<file path="src/rtl/core/tilt_orientation_detector_defines.svh">
// ----------------------------------------------------------------------------
// tilt orientation detector assertion macros
// shared property forms for the detector's concurrent checks
// ----------------------------------------------------------------------------
`ifndef TILT_ORIENTATION_DETECTOR_DEFINES_SVH
`define TILT_ORIENTATION_DETECTOR_DEFINES_SVH

// same-cycle implication, checked on every rising edge outside reset
`define TOD_ASSERT_IMPL(lbl, ante, cons) \
	lbl: assert property (@(posedge clk) disable iff (!arst_n) (ante) |-> (cons)) \
		else $error("tod assertion failed");

// next-cycle implication
`define TOD_ASSERT_NEXT(lbl, ante, cons) \
	lbl: assert property (@(posedge clk) disable iff (!arst_n) (ante) |=> (cons)) \
		else $error("tod assertion failed");

`endif

</file>
<file path="src/rtl/core/tod_pkg.sv">
// ----------------------------------------------------------------------------
// tod_pkg
// constants, register indexes, orientation codes and control structs
// ----------------------------------------------------------------------------
package tod_pkg;

	localparam int TIME_WIDTH_DEF        = 32;
	localparam int SAMPLE_WIDTH_DEF      = 16;
	localparam int FILTER_EXTRA_FRAC_DEF = 8;

	localparam int CFG_W      = 16;
	localparam int CFG_IDX_W  = 3;
	localparam int POLL_W     = 16;
	localparam int SETTLE_W   = 16;
	localparam int ALPHA_W    = 16;
	localparam int TILT_W     = 15;
	localparam int RATIO_W    = 14;
	localparam int TILT_SQ_W  = 2 * TILT_W;
	localparam int ALPHA_FRAC = 16;
	localparam int RATIO_FRAC = 12;

	localparam logic [CFG_IDX_W-1:0] REG_POLL_INTERVAL = 3'd0;
	localparam logic [CFG_IDX_W-1:0] REG_SETTLE        = 3'd1;
	localparam logic [CFG_IDX_W-1:0] REG_FILTER_ALPHA  = 3'd2;
	localparam logic [CFG_IDX_W-1:0] REG_MIN_TILT      = 3'd3;
	localparam logic [CFG_IDX_W-1:0] REG_DOM_RATIO     = 3'd4;

	localparam logic [POLL_W-1:0]   POLL_RESET   = 16'd100;
	localparam logic [SETTLE_W-1:0] SETTLE_RESET = 16'd5000;
	localparam logic [ALPHA_W-1:0]  ALPHA_RESET  = 16'd6554;
	localparam logic [TILT_W-1:0]   TILT_RESET   = 15'd1434;
	localparam logic [RATIO_W-1:0]  RATIO_RESET  = 14'd5325;

	localparam logic [2:0] ORIENT_Y_POS = 3'd0;
	localparam logic [2:0] ORIENT_X_NEG = 3'd1;
	localparam logic [2:0] ORIENT_Y_NEG = 3'd2;
	localparam logic [2:0] ORIENT_X_POS = 3'd3;
	localparam logic [2:0] ORIENT_NONE  = 3'd4;

	typedef struct packed {
		logic load;
		logic seed;
		logic mul;
		logic add;
		logic sq;
	} lane_ctl_t;

	typedef struct packed {
		logic take_new;
		logic commit;
	} decision_t;

endpackage

</file>
<file path="src/rtl/core/tod_merge.sv">
// ----------------------------------------------------------------------------
// tod_merge
// combines both lanes into an orientation and decides on candidate and commit
// ----------------------------------------------------------------------------
module tod_merge #(
	parameter int SAMPLE_WIDTH = tod_pkg::SAMPLE_WIDTH_DEF,
	parameter int TIME_WIDTH   = tod_pkg::TIME_WIDTH_DEF
) (
	input  logic [SAMPLE_WIDTH-1:0]                  mag_x,
	input  logic [SAMPLE_WIDTH-1:0]                  mag_y,
	input  logic [2*SAMPLE_WIDTH-1:0]                sq_x,
	input  logic [2*SAMPLE_WIDTH-1:0]                sq_y,
	input  logic [SAMPLE_WIDTH+tod_pkg::RATIO_W-1:0] rat_x,
	input  logic [SAMPLE_WIDTH+tod_pkg::RATIO_W-1:0] rat_y,
	input  logic                                     pos_x,
	input  logic                                     pos_y,
	input  logic [tod_pkg::TILT_SQ_W-1:0]            tilt_sq,
	input  logic [TIME_WIDTH-1:0]                    now,
	input  logic [2:0]                               pending,
	input  logic [TIME_WIDTH-1:0]                    pending_start,
	input  logic [tod_pkg::SETTLE_W-1:0]             settle,
	input  logic [1:0]                               rotation,
	input  logic                                     blocked,
	output logic [2:0]                               cand,
	output tod_pkg::decision_t                       dec
);

	localparam int QW = 2 * SAMPLE_WIDTH + 1;
	localparam int CW = (QW > tod_pkg::TILT_SQ_W) ? QW : tod_pkg::TILT_SQ_W;
	localparam int RW = SAMPLE_WIDTH + tod_pkg::RATIO_W;

	logic [CW-1:0]         sum_c;
	logic [RW-1:0]         scaled_x;
	logic [RW-1:0]         scaled_y;
	logic [TIME_WIDTH-1:0] age_c;
	logic                  settled;

	assign sum_c    = CW'(sq_x) + CW'(sq_y);
	assign scaled_x = RW'(mag_x) << tod_pkg::RATIO_FRAC;
	assign scaled_y = RW'(mag_y) << tod_pkg::RATIO_FRAC;

	always_comb begin
		if (sum_c < CW'(tilt_sq)) begin
			cand = tod_pkg::ORIENT_NONE;
		end else if (mag_y > mag_x) begin
			if (scaled_y < rat_x) begin
				cand = tod_pkg::ORIENT_NONE;
			end else begin
				cand = pos_y ? tod_pkg::ORIENT_Y_POS : tod_pkg::ORIENT_Y_NEG;
			end
		end else begin
			// equal axes land here as well
			if (scaled_x < rat_y) begin
				cand = tod_pkg::ORIENT_NONE;
			end else begin
				cand = pos_x ? tod_pkg::ORIENT_X_POS : tod_pkg::ORIENT_X_NEG;
			end
		end
	end

	// settle age wraps with the time base
	assign age_c   = now - pending_start;
	assign settled = age_c >= TIME_WIDTH'(settle);

	always_comb begin
		dec.take_new = (cand != tod_pkg::ORIENT_NONE) && (cand != pending);
		dec.commit   = (cand != tod_pkg::ORIENT_NONE) && (cand == pending)
			&& (pending[1:0] != rotation) && settled && !blocked;
	end

endmodule

</file>
<file path="config.mk">
export PLATFORM = sky130hd
export DESIGN_NAME = tod_merge
export DESIGN_NICKNAME = d
export VERILOG_FILES = /design/src/rtl/core/tilt_orientation_detector_defines.svh /design/src/rtl/core/tod_pkg.sv /design/src/rtl/core/tod_merge.sv
export SDC_FILE = /design/constraint.sdc
export NUM_CORES = 1
export LEC_CHECK = 0
export ABC_AREA = 1
export BUFFER_PORTS_ARGS = -buffer_cell sky130_fd_sc_hd__buf_2
export CORE_ASPECT_RATIO = 1.4
export CORE_MARGIN = 5
export CORE_UTILIZATION = 50
export DETAILED_ROUTE_END_ITERATION = 8
export PLACE_DENSITY = 0.83
export REMOVE_ABC_BUFFERS = 1
export SETUP_SLACK_MARGIN = 0.4
export SLEW_MARGIN = 20
export SYNTH_ARGS = -nofsm -noshare
export SYNTH_HDL_FRONTEND = slang
export SYNTH_SLANG_ARGS = --single-unit
</file>
<file path="constraint.sdc">
create_clock -name vclk -period 6.5
set_clock_uncertainty 0.1 [all_clocks]
set_input_delay 1.3 -clock vclk [all_inputs]
set_output_delay 1.3 -clock vclk [all_outputs]
set_load 0.1 [all_outputs]
</file>
==> impl_metrics.env <==
export IMPL_routed_wl_mm=21.5
export IMPL_intPower_mw=0.343
export IMPL_leakagePower_nw=5.33
export IMPL_dr_total_vias=8198
export IMPL_die_area_sq_um=15600
export IMPL_overflow=0
export IMPL_start_kind="input pin"
export IMPL_synth_seq_area_share=0
export IMPL_viasPerCell=5.07
export IMPL_period_needed_ps=6070
export IMPL_cp_required_ps=5100
export IMPL_wire_per_inst_um=13.3
export IMPL_synth_fa_ha_area_frac=0.302
export IMPL_final_core_util=0.673
export IMPL_yosys_area_top_type="ha_1"
export IMPL_crit_fanout=6
export IMPL_drtPass1Iterations=4
export IMPL_worstSetupEndpointType="primary output"
export IMPL_critical_path_most_common_cell="nand2_2"
export IMPL_synth_top_cell_area_share=0.296
export IMPL_syn_area_sq_um=6600
export IMPL_clkPwrFrac=0
export IMPL_synthTopCellsByArea="ha_1, nand2_1, inv_1"
export IMPL_clock_fmax_ghz=0.165
export IMPL_grt_max_degree=7
export IMPL_pwr_share_seq=0
export IMPL_area_growth_pct=31.9
export IMPL_start_util=0.510
export IMPL_combPwrFrac=1.000
export IMPL_initialDrtViolationCount=225
export IMPL_setup_violations=0
export IMPL_core_area_sq_um=12900
export IMPL_layout_nets=1873
export IMPL_p_switching_mw=0.456
export IMPL_worst_setup_path_type="in -> out"
export IMPL_hold_buffers=0
export IMPL_outcome="finished clean"
export IMPL_placed_area_sq_um=8310
export IMPL_synth_simple_area_share=0.352
export IMPL_grt_pass1_vias=8107
export IMPL_avgSynthCellArea_sq_um=5.77
export IMPL_ant_nets=0
export IMPL_io_pins=279
export IMPL_placementRows=49
export IMPL_drive_gt1_frac=0.270
export IMPL_final_hold_viol_count=0
export IMPL_yosys_cell_types_count=40
export IMPL_cp_arrival_ps=4670
export IMPL_synth_compound_area_frac=0.138
export IMPL_slew_viol_final=0
export IMPL_synthMuxAreaShare=0
export IMPL_slowest_stage="fa_2"
export IMPL_n_sequential_cell=0
export IMPL_synth_top_family_by_area="simple AND/OR/NAND/NOR gates"
export IMPL_grt_usage=0.254
export IMPL_power_density_nw_per_um2=91.8
export IMPL_slew_headroom=0.675
export IMPL_hp_class="in -> out"
export IMPL_syn_inst=1145
export IMPL_rsz0062_at_grt="true"
export IMPL_ir_drop_mv=0.0622
export IMPL_antenna_found_initial=1
export IMPL_final_cell_mix="nand2_1, buf_2, inv_1, ha_1, a21oi_1"
export IMPL_switching_share=0.570
export IMPL_drv_cap=0
export IMPL_drcViolationCount=0
export IMPL_fin_area_sq_um=8710
export IMPL_max_stage_delay_ps=350
export IMPL_diodes=0
export IMPL_synth_xor_area_frac=0.0650
export IMPL_final_common_cell="nand2_1"
export IMPL_port_buffers=279
export IMPL_routabilityCongestion=0.982
export IMPL_post_route_period_util=0.934
export IMPL_die_w_um=107
export IMPL_clkbuf_count=0
export IMPL_yosys_warnings=0
export IMPL_worstMarginPinSlew_ps=490
export IMPL_die_h_um=146
export IMPL_grt_pass1_wl_mm=33.7
export IMPL_dp_hpwl_mm=19.4
export IMPL_regArea_sq_um=0
-- critical path: cells and delay by family --
kind | cells | cell delay (ps)
compound gates | 3 | 580
fa+ha+maj | 3 | 710
simple gates | 16 | 1460
buf+inv | 4 | 450
xor+xnor | 1 | 180
-- final timing paths --
path | start | to | slack, ps | cells after the start
worst max-delay path | sq_y[0] | dec[0] | 430 | 27
worst min-delay path | pending[2] | dec[0] | 3090 | 6
-- cell usage after synthesis (3+ instances only) --
cell type	instances
nor2_1	83
inv_2	7
nor4_1	4
and3_1	3
nor2_4	5
o21a_1	6
nand2_2	22
ha_1	156
nor3_1	16
o21ai_0	23
xor2_1	32
nand2_1	300
a31oi_1	8
nand3b_1	5
o211ai_1	3
xnor2_1	17
inv_1	245
o21bai_1	7
o21ai_1	4
a21oi_2	5
nand4_1	26
a21oi_1	96
nand2_4	3
nand3_1	46
-- cell families after synthesis --
kind of cell             after synthesis
buffers and inverters                252
AO/OA/AOI/OAI                        162
XOR/XNOR                              49
AND/OR/NAND/NOR                      524
adder cells (fa/ha/maj)              158
-- routing by layer --
metal	share of wire	vias up	routed length, um	GRT usage
li1	-	4274	-	-
met1	0.36	3567	7640	0.249
met2	0.54	283	11600	0.521
met3	0.058	72	1250	0.0311
met4	0.045	2	967	0.0896
met5	0.00051	-	11	0
-- timing repair --
item / 4_1_cts / 5_1_grt
setup endpoints to repair: 4 / 5
pin swaps: 11 / 24
buffers inserted: 6 / 3
resized for setup: 29 / 37
-- stage by stage --
step                      instances  power, mW  hold slack, ps  setup slack, ps  setup TNS [ps]
after global placement         1608      0.729            3060              154               0
after CTS                      1614      0.772            3080              401               0
after global routing           1617      0.908            3120              227               0
after detailed placement       1608      0.746            3080             28.6               0
after floorplan                1145      0.519            3010             -541            -541
final                          1617      0.799            3090              428               0
-- final cells by class --
cell class | instances | area (sq um)
Tap cell | 178 | 223
Multi-Input combinational cell | 893 | 5970
Fill cell | 1257 | 4230
Timing Repair Buffer | 294 | 1570
Inverter | 252 | 946
-- power groups by stage --
stage | sequential, mW | clock (mW) | combinational [mW]
final | 0 | 0 | 0.799
after global routing | 0 | 0 | 0.908
after CTS | 0 | 0 | 0.772
after detailed placement | 0 | 0 | 0.746
after global placement | 0 | 0 | 0.729
after floorplan | 0 | 0 | 0.519
(Power assumes the default switching activity.)
