===== src/rtl/core/tilt_orientation_detector_defines.svh =====
// ----------------------------------------------------------------------------
// tilt orientation detector assertion macros
// shared property forms for the detector's concurrent checks
// ----------------------------------------------------------------------------
`ifndef TILT_ORIENTATION_DETECTOR_DEFINES_SVH
`define TILT_ORIENTATION_DETECTOR_DEFINES_SVH

// same-cycle implication, checked on every rising edge outside reset
`define TOD_ASSERT_IMPL(lbl, ante, cons) \
	lbl: assert property (@(posedge clk) disable iff (!arst_n) (ante) |-> (cons)) \
		else $error("tod assertion failed");

// next-cycle implication
`define TOD_ASSERT_NEXT(lbl, ante, cons) \
	lbl: assert property (@(posedge clk) disable iff (!arst_n) (ante) |=> (cons)) \
		else $error("tod assertion failed");

`endif


===== src/rtl/core/tod_pkg.sv =====
// ----------------------------------------------------------------------------
// tod_pkg
// constants, register indexes, orientation codes and control structs
// ----------------------------------------------------------------------------
package tod_pkg;

	localparam int TIME_WIDTH_DEF        = 32;
	localparam int SAMPLE_WIDTH_DEF      = 16;
	localparam int FILTER_EXTRA_FRAC_DEF = 8;

	localparam int CFG_W      = 16;
	localparam int CFG_IDX_W  = 3;
	localparam int POLL_W     = 16;
	localparam int SETTLE_W   = 16;
	localparam int ALPHA_W    = 16;
	localparam int TILT_W     = 15;
	localparam int RATIO_W    = 14;
	localparam int TILT_SQ_W  = 2 * TILT_W;
	localparam int ALPHA_FRAC = 16;
	localparam int RATIO_FRAC = 12;

	localparam logic [CFG_IDX_W-1:0] REG_POLL_INTERVAL = 3'd0;
	localparam logic [CFG_IDX_W-1:0] REG_SETTLE        = 3'd1;
	localparam logic [CFG_IDX_W-1:0] REG_FILTER_ALPHA  = 3'd2;
	localparam logic [CFG_IDX_W-1:0] REG_MIN_TILT      = 3'd3;
	localparam logic [CFG_IDX_W-1:0] REG_DOM_RATIO     = 3'd4;

	localparam logic [POLL_W-1:0]   POLL_RESET   = 16'd100;
	localparam logic [SETTLE_W-1:0] SETTLE_RESET = 16'd5000;
	localparam logic [ALPHA_W-1:0]  ALPHA_RESET  = 16'd6554;
	localparam logic [TILT_W-1:0]   TILT_RESET   = 15'd1434;
	localparam logic [RATIO_W-1:0]  RATIO_RESET  = 14'd5325;

	localparam logic [2:0] ORIENT_Y_POS = 3'd0;
	localparam logic [2:0] ORIENT_X_NEG = 3'd1;
	localparam logic [2:0] ORIENT_Y_NEG = 3'd2;
	localparam logic [2:0] ORIENT_X_POS = 3'd3;
	localparam logic [2:0] ORIENT_NONE  = 3'd4;

	typedef struct packed {
		logic load;
		logic seed;
		logic mul;
		logic add;
		logic sq;
	} lane_ctl_t;

	typedef struct packed {
		logic take_new;
		logic commit;
	} decision_t;

endpackage


===== src/rtl/core/tod_lane.sv =====
// ----------------------------------------------------------------------------
// tod_lane
// one axis: low pass filter step, then magnitude, square and ratio product
// ----------------------------------------------------------------------------
module tod_lane #(
	parameter int SAMPLE_WIDTH      = tod_pkg::SAMPLE_WIDTH_DEF,
	parameter int FILTER_EXTRA_FRAC = tod_pkg::FILTER_EXTRA_FRAC_DEF
) (
	input  logic                                     clk,
	input  tod_pkg::lane_ctl_t                       ctl,
	input  logic signed [SAMPLE_WIDTH-1:0]           g,
	input  logic [tod_pkg::ALPHA_W-1:0]              alpha,
	input  logic [tod_pkg::RATIO_W-1:0]              ratio,
	output logic [SAMPLE_WIDTH-1:0]                  mag,
	output logic [2*SAMPLE_WIDTH-1:0]                sq,
	output logic [SAMPLE_WIDTH+tod_pkg::RATIO_W-1:0] rat,
	output logic                                     pos
);

	localparam int SW = SAMPLE_WIDTH + FILTER_EXTRA_FRAC;
	localparam int DW = SW + 1;
	localparam int PW = DW + tod_pkg::ALPHA_W + 1;
	localparam int QW = 2 * SAMPLE_WIDTH;
	localparam int RW = SAMPLE_WIDTH + tod_pkg::RATIO_W;
	localparam logic signed [PW-1:0] ROUND_HALF = PW'(1) <<< (tod_pkg::ALPHA_FRAC - 1);

	logic signed [SW-1:0]           target_in;
	logic signed [SW-1:0]           target_q;
	logic                           seed_q;
	logic signed [SW-1:0]           s_q;
	logic signed [DW-1:0]           diff_s1;
	logic signed [PW-1:0]           alpha_ext;
	logic signed [PW-1:0]           prod_c;
	logic signed [PW-1:0]           prod_s2;
	logic signed [PW-1:0]           rnd_c;
	logic signed [SAMPLE_WIDTH-1:0] x_c;
	logic [SAMPLE_WIDTH-1:0]        mag_c;
	logic [SAMPLE_WIDTH-1:0]        mag_s3;
	logic [QW-1:0]                  sq_s3;
	logic [RW-1:0]                  rat_s3;
	logic                           pos_s3;

	assign target_in = SW'(g) <<< FILTER_EXTRA_FRAC;
	assign alpha_ext = PW'(alpha);
	assign prod_c    = PW'(diff_s1) * alpha_ext;
	// floor of (prod + half) / 2^16, ties go up
	assign rnd_c     = (prod_s2 + ROUND_HALF) >>> tod_pkg::ALPHA_FRAC;

	// drop the extra fraction bits with a floor
	assign x_c   = s_q[SW-1:FILTER_EXTRA_FRAC];
	assign mag_c = x_c[SAMPLE_WIDTH-1] ? SAMPLE_WIDTH'(-x_c) : SAMPLE_WIDTH'(x_c);

	always_ff @(posedge clk) begin
		if (ctl.load) begin
			target_q <= target_in;
			seed_q   <= ctl.seed;
			diff_s1  <= DW'(target_in) - DW'(s_q);
		end
		if (ctl.mul) begin
			prod_s2 <= prod_c;
		end
		if (ctl.add) begin
			s_q <= seed_q ? target_q : s_q + SW'(rnd_c);
		end
		if (ctl.sq) begin
			mag_s3 <= mag_c;
			sq_s3  <= QW'(mag_c) * QW'(mag_c);
			rat_s3 <= RW'(mag_c) * RW'(ratio);
			pos_s3 <= !x_c[SAMPLE_WIDTH-1] && (x_c != '0);
		end
	end

	assign mag = mag_s3;
	assign sq  = sq_s3;
	assign rat = rat_s3;
	assign pos = pos_s3;

endmodule


===== config.mk =====
export PLATFORM = sky130hd
export DESIGN_NAME = tod_lane
export DESIGN_NICKNAME = d
export VERILOG_FILES = /design/src/rtl/core/tilt_orientation_detector_defines.svh /design/src/rtl/core/tod_pkg.sv /design/src/rtl/core/tod_lane.sv
export SDC_FILE = /design/constraint.sdc
export NUM_CORES = 2
export LEC_CHECK = 0
export BUFFER_PORTS_ARGS = -buffer_cell sky130_fd_sc_hd__buf_4
export CORE_ASPECT_RATIO = 1.4
export CORE_MARGIN = 3
export CORE_UTILIZATION = 52
export CTS_CLUSTER_DIAMETER = 50
export DETAILED_ROUTE_END_ITERATION = 10
export PLACE_DENSITY = 0.76
export SYNTH_ARGS = -nofsm -noshare
export SYNTH_HDL_FRONTEND = slang
export SYNTH_SLANG_ARGS = --single-unit

===== constraint.sdc =====
create_clock -name clk -period 12 [get_ports clk]
set_clock_uncertainty 0.05 [all_clocks]
set_input_delay 1.8 -clock clk [delete_from_list [all_inputs] [get_ports clk]]
set_output_delay 1.8 -clock clk [all_outputs]
set_load 0.02 [all_outputs]

==> flow_summary.ini <==
[outcome]
outcome = complete, no violations

[synth]
synthesis.area_sq_mm = 0.03567
synth-edff-count = 168
ys_warn_count = 0
synthArstFlopShare_pct = 0
synth_cells = 3762
seq_area_frac_synth_pct = 14.14
yosysUniqueCellTypes = 71
ys_seq_elements = 168
postSynthAreaPerCell_sq_um = 9.481
synth_ff_type = edfxtp_1

[routing]
avgViaCountPerCell = 5.483
firstDrtPassIters = 5
drt-total-wl_microns = 85260
vias = 25690
drt_iter0_drc = 1243
ant_nets = 0
detail_route.wl_per_cell_microns = 18.20
drc = 0

[global_route]
grt_start_max_net_pins = 78
grt_overflow = 0
antenna_found_initial = 3
grt_pass1_wl_microns = 142700
grt.total_usage_pct = 25.40
grt_pass1_vias = 28820

[clocking]
cts_resized = 0
htree_num_levels = 4
clkLatencyLatePin_ns = 0.49
clock_sinks = 168
ctsHoldBuffers = 0
post_cts_buffers = 0
cts_tree = built
clk_path_buf_depth = 2
cts-root-buf = clkbuf_16
clk_pin_slew_ns = 0.10
cts_inserted_buffers = 17

[sta]
fmax_ghz = 0.1100
post-route-min-period_ns = 9.091
final_max_slew_viol_count = 0
setup_viol = 0
relSlewSlack_pct = 27.30
tns_ns = 0
hold_viol = 0
rsz0062_at_grt = false
period_share_pct = 75.76
tightest_slew_ns = 1.090

[floorplan]
start_util_pct = 52.56
core_area_sq_mm = 0.06787
die_w_microns = 227.3
num_io_pins = 131
row_count = 113
die_area_sq_mm = 0.07181
dieHeight_microns = 315.9

[finish]
area_growth_pct = 6.711
layout.nets = 4897
n_antenna_cell = 0
drive_above_1_share_pct = 5.415

[critical_path]
critical_path_required_ns = 12.18
crit_path_end_kind = flip-flop
critical_path_class = reg -> reg
crit_path_max_fanout = 25
crit_arrival_ns = 9.27
start_kind = flip-flop

[placed_design]
hpwlAfterDp_microns = 67980
gp_congestion = 0.9238
portBuffers = 129

[job]
max-cap-violations = 0

[hold_path]
hp-class = reg -> reg
-- per-layer routing --
metal	part of all wire [%]	GRT usage [%]
met5	0.025	0
met4	4.5	11.00
met3	5.5	3.380
met2	55	48.60
met1	35	27.78
-- stage by stage --
| stage | setup WS [ns] | area (sq um) | util [%] | hold slack, ns | cells |
|---|---|---|---|---|---|
| final | 2.909 | 38060 | 56.08 | 0.4769 | 4685 |
| after CTS | 2.971 | 38060 | 56.08 | 0.4865 | 4685 |
| after detailed placement | 3.024 | 37450 | 55.19 | 0.4665 | 4653 |
| after global placement | 3.260 | 37450 | 55.19 | 0.4544 | 4653 |
| after floorplan | 3.943 | 35700 | - | 0.4289 | 3772 |
| after global routing | 2.443 | 38060 | 56.08 | 0.5186 | 4685 |
-- state kept, by name, indices dropped and copies added (netlist names) --
name,count
pos,1
prod_s2,25
sq,30
diff_s1,25
mag,16
seed_q,1
s_q,24
target_q,16
rat,30
-- cells in the mapped netlist, drive strengths merged (11+ instances only) --
cell	count	area (sq um)
xor2	43	376.6
nand2	516	1937
a211oi	11	87.58
a21oi	81	409.1
fa	706	14130
o31ai	13	97.59
nand3	33	165.2
ha	329	4116
nor2b	19	118.9
o21ai	55	275.3
o21bai	13	97.59
nand2b	17	106.4
nor2	125	469.2
clkbuf	123	461.7
a21o	38	285.3
edfxtp	168	5045
inv	885	3322
o21a	23	172.7
xnor2	116	1016
and3	18	112.6
nor3	34	170.2
and2	258	1614
-- cells by family (layout without fill, tap and decap cells) --
kind of cell | count (synthesis) | count (layout) | synth area share, %
other | 2 | 12 | 0.02106
AND/OR/NAND/NOR | 1074 | 1074 | 14.24
AO/OA/AOI/OAI | 304 | 304 | 5.690
multiplexers | 4 | 4 | 0.1228
buffers and inverters | 1016 | 1067 | 10.71
flip-flops | 168 | 168 | 14.14
XOR/XNOR | 159 | 159 | 3.904
adder cells (fa/ha/maj) | 1035 | 1035 | 51.17
-- critical path, cell delays in order (launching register included) --
cell and delay, ns:
edfxtp_1 0.81, inv_1 0.49, ha_1 0.39, nand2b_1 0.17, xnor2_1 0.45, inv_1 0.54, nand2_1 0.28, inv_1 0.08
fa_1 0.51, inv_1 0.06, fa_1 0.54, inv_1 0.06, fa_1 0.42, fa_1 0.51, fa_1 0.55, inv_1 0.05
fa_1 0.47, inv_1 0.04, ha_1 0.32, a21o_1 0.19, a31oi_1 0.17, o21ai_0 0.13, or3_1 0.31, o21ai_0 0.48
o311ai_1 0.23, a31o_2 0.27, a21oi_1 0.18, xnor2_1 0.08
-- final timing paths --
| path | startpoint | end | slack [ns] | depth (start not counted) |
|---|---|---|---|---|
| setup / recovery | s_q[8] | sq[28] | 2.91 | 27 |
| hold / removal | target_q[20] | s_q[20] | 0.48 | 2 |
| setup reg to reg | s_q[8] | sq[28] | 2.91 | 27 |
| hold reg to reg | target_q[20] | s_q[20] | 0.48 | 2 |
-- area by class of cell --
type / instances / area, sq um
Multi-Input combinational cell: 2588 / 26900
Clock buffer: 17 / 425.4
Timing Repair Buffer: 146 / 1096
Fill cell: 5929 / 29800
Clock inverter: 15 / 181.4
Inverter: 889 / 3337
Tap cell: 862 / 1079
Sequential cell: 168 / 5045
-- placed cells by master, fill, tap and decap left out, drive strengths merged, types with 43 or more instances in the layout --
master  synthesis  final
buf             4    146
edfxtp        168    168
o21ai          55     55
nand2         516    516
xnor2         116    116
xor2           43     43
a21oi          81     81
nor2          125    125
ha            329    329
inv           885    892
and2          258    258
fa            706    706
Power is not shown: default switching activity piles up to over one toggle a cycle in this logic, so the estimate is an artifact.
